[src/hw/rtl/dgl_pkg.sv]
package dgl_pkg;

  localparam logic [31:0] Max32       = 32'hFFFF_FFFF;
  localparam logic [15:0] HalfLog2eQ16 = 16'd47274;
  localparam logic [63:0] Ln2Q32      = 64'd2977044472;
  localparam logic [31:0] NormReset   = 32'h0001_0000;

  typedef enum logic [2:0] {
    REG_MEAN_POS    = 3'd0,
    REG_MEAN_VEL    = 3'd1,
    REG_INV_VAR_POS = 3'd2,
    REG_INV_VAR_VEL = 3'd3,
    REG_NORM_FACTOR = 3'd4
  } dgl_reg_e;

  typedef struct packed {
    logic signed [15:0] pos_x;
    logic signed [15:0] pos_y;
    logic signed [15:0] pos_z;
    logic signed [15:0] vel_x;
    logic signed [15:0] vel_y;
    logic signed [15:0] vel_z;
  } dgl_in_t;

  typedef struct packed {
    logic [31:0] likelihood;
    logic [31:0] distance_sq;
    logic        saturated;
  } dgl_out_t;

  // load enables of the three per-axis stages
  typedef struct packed {
    logic s1;
    logic s2;
    logic s3;
  } dgl_lane_en_t;

endpackage

[src/hw/rtl/dgl_lane.sv]
module dgl_lane (
  input  logic                 clk_i,
  input  dgl_pkg::dgl_lane_en_t en_i,
  input  logic signed [15:0]   x_i,
  input  logic signed [15:0]   mean_i,
  input  logic [15:0]          w_i,
  output logic [39:0]          term_o
);

  logic [16:0] diff;
  logic [16:0] diff_neg;
  logic [15:0] mag_d, mag_q;
  logic [31:0] sq_d, sq_q;
  logic [47:0] wsq;
  logic [39:0] term_q;

  // |x - mean| never exceeds 65535
  assign diff     = {x_i[15], x_i} - {mean_i[15], mean_i};
  assign diff_neg = 17'd0 - diff;
  assign mag_d    = diff[16] ? diff_neg[15:0] : diff[15:0];
  assign sq_d     = mag_q * mag_q;
  assign wsq      = sq_q * w_i;

  always_ff @(posedge clk_i) begin
    if (en_i.s1) begin
      mag_q <= mag_d;
    end
    if (en_i.s2) begin
      sq_q <= sq_d;
    end
    if (en_i.s3) begin
      term_q <= wsq[47:8];
    end
  end

  assign term_o = term_q;

endmodule
[config.mk]
export PLATFORM = sky130hd
export DESIGN_NAME = dgl_lane
export DESIGN_NICKNAME = d
export VERILOG_FILES = /design/src/hw/rtl/dgl_pkg.sv /design/src/hw/rtl/dgl_lane.sv
export SDC_FILE = /design/constraint.sdc
export NUM_CORES = 2
export LEC_CHECK = 0
export BUFFER_PORTS_ARGS = -buffer_cell sky130_fd_sc_hd__clkbuf_2
export CORE_UTILIZATION = 40
export DETAILED_ROUTE_END_ITERATION = 8
export GPL_TIMING_DRIVEN = 0
export SLEW_MARGIN = 0
export SYNTH_ARGS = -nofsm -noshare
export SYNTH_HDL_FRONTEND = slang
export SYNTH_SLANG_ARGS = --single-unit
[constraint.sdc]
create_clock -name clk_i -period 7.2 [get_ports clk_i]
set_input_delay 1.8 -clock clk_i [delete_from_list [all_inputs] [get_ports clk_i]]
set_output_delay 1.8 -clock clk_i [all_outputs]
set_load 0.01 [all_outputs]
# Word level (Yosys, flattened, before mapping)
# Cells that the tools add are included.
# W data, S select, Z words.
[word_totals]
latchBits = 0
inputBits = 52
out_inout_bits = 40
wordCells = 8
register_bits = 88
memories = 0
rom_bits = 0
mem_bits_rw = 0
[classes]
eq_ne = 0
div_mod_pow = 0
add_sub_neg = 2
mul = 2
magnitude_cmp = 0
n_mux = 1
reduce_logical = 0
bitwise_logic = 0
shifts = 0
[ops]
columns = ["cell", "n"]
rows = [
  ["$mul A32 B16 Y48", 1],
  ["$mul A16 B16 Y32", 1],
  ["$sub A16 B16 Y17", 1],
  ["$mux W16", 1],
  ["$sub A1 B16 Y16 const A", 1],
]

# Logic depth before layout (Yosys ltp)
[depth]
word_depth = 3
depth_mapped = 26
mapped_depth_nobuf = 25

# Worst setup path before layout
# No wires, ideal clock.
[synth_timing]
path_type = "input port to flip-flop"
from = "input w_i[7]"
to = "register term_q[39] (netlist: term_o[39]), data pin"
cell_stages = 23
setup_time_ps = 264
setup_slack_ps = -468
required_time_ps = 6936
n_path_buf = 1
arrival_time_ps = 7404
path_cell_list = "clkbuf_1 > nand2_1 > fa_1 > inv_1 > fa_1 > inv_1 > fa_1 > inv_1 > fa_1 > fa_1 > inv_1 > fa_1 > inv_1 > ha_1 > nand4_1 > a2111oi_1 > o2111ai_1 > a211oi_1 > nor2_2 > o21ai_1 > and4_1 > a2111oi_2 > xnor2_1"
[synth_via]
elab_chain_len = 1
[synth_lines]
columns = ["item", "line", "text"]
rows = [
  ["start: declaration", "dgl_lane.sv:6", "input logic [15:0] w_i,"],
  ["$mul A32 B16 Y48", "dgl_lane.sv:22", "assign wsq = sq_q * w_i;"],
  ["net wsq[47]", "dgl_lane.sv:14", "logic [47:0] wsq;"],
  ["end signal: assignment", "dgl_lane.sv:32", "term_q <= wsq[47:8];"],
  ["end: declaration", "dgl_lane.sv:15", "logic [39:0] term_q;"],
]
# The timed path passes the listed nets, and every way through them passes these cells.
# A chain may end at the register's enable or synchronous reset.

# Worst setup path after layout
[layout_timing]
from = "input w_i[5]"
to = "register term_q[39] (netlist: term_o[39]), data pin"
# Same word-level chain as after synthesis.

==> Implementation_results.wiki <==
{| class="wikitable"
! Metric !! Value
|-
| H-tree depth || 3
|-
| Unrepaired setup endpoints after global routing || true
|-
| Critical path, cell by cell || clkbuf_16 > clkbuf_16 > and2_4 > fa_1 > inv_2 > fa_2 > fa_2 > inv_2 > fa_1 > fa_1 > inv_1 > fa_1 > inv_2 > ha_4 > nand4_1 > a2111oi_4 > buf_4 > o2111ai_4 > a211oi_4 > nor2_4 > o21ai_4 > and4_1 > a2111oi_2 > xnor2_1
|-
| Die ar. || about 67000 sq um
|-
| Width of the die || ~260 microns
|-
| Netlist area before placement || around 26000 sq um
|-
| R2R setup slack || approximately 0.18 ns
|-
| TritonCTS clock tree || done
|-
| Top-area cell type share of the netlist area || a little over two fifths
|-
| Cell type of the slowest stage on the worst timing path || sky130_fd_sc_hd__fa_2
|-
| Kind of start point of the critical path || input port
|-
| Clock Skews || approximately 0.018 ns
|-
| Initial DRC Count || ~1.0k
|-
| Yosys top cell by area || sky130_fd_sc_hd__fa_1
|-
| Overall overflow remaining after global route || 0
|-
| Yosys cell types || 60
|-
| Max-capacitance violation count || 0
|-
| Kind of end point of the critical path || flop
|-
| Post-synth EDFFs || slightly below 90
|-
| # diodes || 0
|-
| CTS root buffer || sky130_fd_sc_hd__clkbuf_16
|-
| Layout filler cell count || about 6.3k
|-
| Area post-placement || 28000 sq um
|-
| Antenna violations before repair || 1
|-
| Run status || complete, but fails checks
|-
| Worst min-delay path startpoint || mag_q[0]
|-
| Critical register-to-register path startpoint || sq_q[12]
|-
| Post-layout minimum cycle time || 7.54 ns
|-
| Worst Slack Setup Final || -0.338 ns
|-
| Worst setup path class || in2reg
|-
| Worst-margin pin slew || about 1.1 ns
|-
| Number of global-route vias before repair || 20.0k
|-
| Pin count of the biggest net entering global routing || 41
|-
| Endpoint of the lowest-slack register-to-register path || term_o[39]
|-
| Final standard cell area without fillers || 29800 sq um
|-
| Most frequent standard cell in the layout excluding fill and tap cells || sky130_fd_sc_hd__inv_1
|-
| Capture endpoint of the worst hold path || sq_q[0]
|-
| Number of I/O pins || just over 90
|-
| Detailed-route via count || about 19k
|-
| Crit path max-delay family || adder cells
|-
| Skew-Pair Late Insertion Delay || ~0.42 ns
|-
| Number of routed nets with antenna violations || 0
|-
| Slew HR || 23.4%
|-
| Stage delay of the slowest cell on the critical path || 0.54 ns
|-
| Area grow syn2layout || 13.1%
|-
| Required @ worst endpoint || between 7 and 8 ns
|-
| TritonCTS Sinks || 87
|-
| Clock Pin Slew Worst Setup and Hold Paths || 0.08 ns
|-
| Hold-fix buffer count after cts || 0
|-
| Wire per inst || 17.6 microns
|-
| Hold path cells || 0
|-
| Buf+Inv Stages, Crit Path || 7
|-
| Cell count after synthesis || around 2.8k
|-
| Number of detailed-routing iterations run before antenna repair || 6
|-
| Critical Path Most Common Cell || sky130_fd_sc_hd__fa_1
|-
| Area used by multi-input combinational logic || between 20000 and 25000 sq um
|-
| Drt total wl || 67200 microns
|-
| Final Net Count || 3833
|-
| CP max FO || 6
|-
| Combined flip-flop and latch cell area || between 2000 and 3000 sq um
|-
| Final period utilization || 105%
|-
| Overall track demand over capacity in global routing || roughly a fifth
|-
| Final Slew Violations || 0
|-
| Starting Density || between 40% and 50%
|-
| Number of hold-slack violations in the final timing report || 0
|-
| Detailed-route vias per instance || 4.95
|-
| First-pass GRT wire length || 108000 microns
|-
| Gp weighted congestion || between 0.9 and 1
|-
| Arrival time worst endpoint || between 7 and 8 ns
|-
| Async set-reset flop share out of synthesis || 0%
|-
| Count of final setup violators || 19
|-
| Most common flop cell mapped by yosys || sky130_fd_sc_hd__edfxtp_1
|-
| Total DRC errors in the routed layout || 0
|-
| Ratio of cells with drive above 1 in the final layout || 11.9%
|-
| Post-synthesis register bit count || 87
|-
| # rows || just over 90
|-
| Per-instance average area after synthesis || roughly 9.4 sq um
|-
| Violations in the final reports || negative setup slack
|-
| Maximum buffer depth of the clock tree || 2
|-
| Number of buffers added by the clock tree synthesis step || 9
|-
| Maximum clock rate || approximately 0.13 GHz
|-
| Leading cell types in the layout, fill and taps excluded || sky130_fd_sc_hd__inv_1 (682), sky130_fd_sc_hd__fa_1 (558), sky130_fd_sc_hd__nand2_1 (358)
|-
| Worst R2R Path Depth || 22
|-
| Core Box Area || between 60000 and 70000 sq um
|-
| Count of buffers inserted at the top-level ports || 89
|-
| HP Class || reg2reg
|-
| Synthesis warning total || 0
|-
| Die Ht || roughly 260 microns
|-
| Top cells by area in the synthesized netlist || sky130_fd_sc_hd__fa_1 (44%), sky130_fd_sc_hd__ha_1 (11%), sky130_fd_sc_hd__inv_1 (10%), sky130_fd_sc_hd__edfxtp_1 (9.9%), sky130_fd_sc_hd__and2_1 (6.1%)
|-
| Sequential-to-total area share from yosys stat || between 9 and 10%
|-
| Half-perimeter wire length of the detailed placement result || roughly 56000 microns
|}
registers in the layout, summed over array words and instances, names as in the netlist:
signal,flops
mag_q,16
sq_q,31
term_o,40
cell families (layout without fill, tap and decap cells):
logic type	Yosys count	count (layout)	share of synthesized area, %
xor gates and xnor gates	101	101	3.36
other	2	7	0.0285
AOI/OAI and AO/OA	218	218	5.63
and+or+nand+nor	779	779	14.4
DFF	87	87	9.93
buffers and inverters	803	964	11.5
muxes	2	2	0.0856
adders and majority gates	814	814	55.1
stage by stage:
| stage | util [%] | cells | TNS (ns) | hold slack, ns | worst slack, ns |
|---|---|---|---|---|---|
| detailed placement | 43.4 | 3755 | -33.48 | 0.603 | -1.61 |
| floorplan | - | 2811 | -0.0692 | 0.478 | -0.0261 |
| finish | 46.0 | 3827 | -3.16 | 0.642 | -0.338 |
| CTS | 45.5 | 3801 | -2.57 | 0.619 | -0.417 |
| global route | 46.0 | 3827 | -5.89 | 0.625 | -0.494 |
| global placement | 43.4 | 3755 | -31.94 | 0.604 | -1.53 |
cell type report:
cell class	instances	share of cell area [%]
Clock inverter	7	0.160
Tap cell	855	3.59
Timing Repair Buffer	147	3.54
Multi-Input combinational cell	1921	71.4
Inverter	704	8.87
Clock buffer	9	0.756
Sequential cell	87	8.77
Buffer	97	2.90
timing repair:
action / in CTS / in global routing
setup buffers: 31 / 28
endpoints found under the setup margin: 30 / 33
pin swaps: 50 / 28
resized for setup: 189 / 86
cell usage after synthesis, types with 12 or more instances:
master / count
sky130_fd_sc_hd__nand2_1: 362
sky130_fd_sc_hd__nor2_1: 64
sky130_fd_sc_hd__inv_1: 704
sky130_fd_sc_hd__xnor2_1: 63
sky130_fd_sc_hd__clkbuf_1: 97
sky130_fd_sc_hd__ha_1: 239
sky130_fd_sc_hd__nor3_1: 12
sky130_fd_sc_hd__edfxtp_1: 87
sky130_fd_sc_hd__o21ai_0: 41
sky130_fd_sc_hd__fa_1: 575
sky130_fd_sc_hd__a21oi_1: 72
sky130_fd_sc_hd__o21a_1: 13
sky130_fd_sc_hd__xor2_1: 38
sky130_fd_sc_hd__and2_1: 257
sky130_fd_sc_hd__nor2b_1: 15
sky130_fd_sc_hd__nand3_1: 15
sky130_fd_sc_hd__and3_1: 13
sky130_fd_sc_hd__a21o_1: 34
worst max-delay path by stage:
| stage | from | endpoint | cells past startpoint |
|---|---|---|---|
| 2_1_floorplan | w_i[10] | term_o[39] | 22 |
| 3_3_place_gp | w_i[7] | term_o[39] | 23 |
| 3_5_place_dp | w_i[7] | term_o[39] | 23 |
| 4_1_cts | w_i[6] | term_o[39] | 22 |
| 5_1_grt | w_i[5] | term_o[39] | 24 |
| 6_report | w_i[5] | term_o[39] | 24 |
layer usage:
metal	vias to the layer above	wire, microns	track usage [%]	part of all wire, %
met4	2	2460	7.73	3.7
met3	139	3990	2.64	5.9
met1	9585	28400	27.5	42
met5	-	17	0	0.025
li1	8658	-	-	-
met2	571	32400	35.3	48
Power is left out: the tool's default activity adds up to more than one toggle a clock period on the data nets, which glitch-free logic cannot reach.
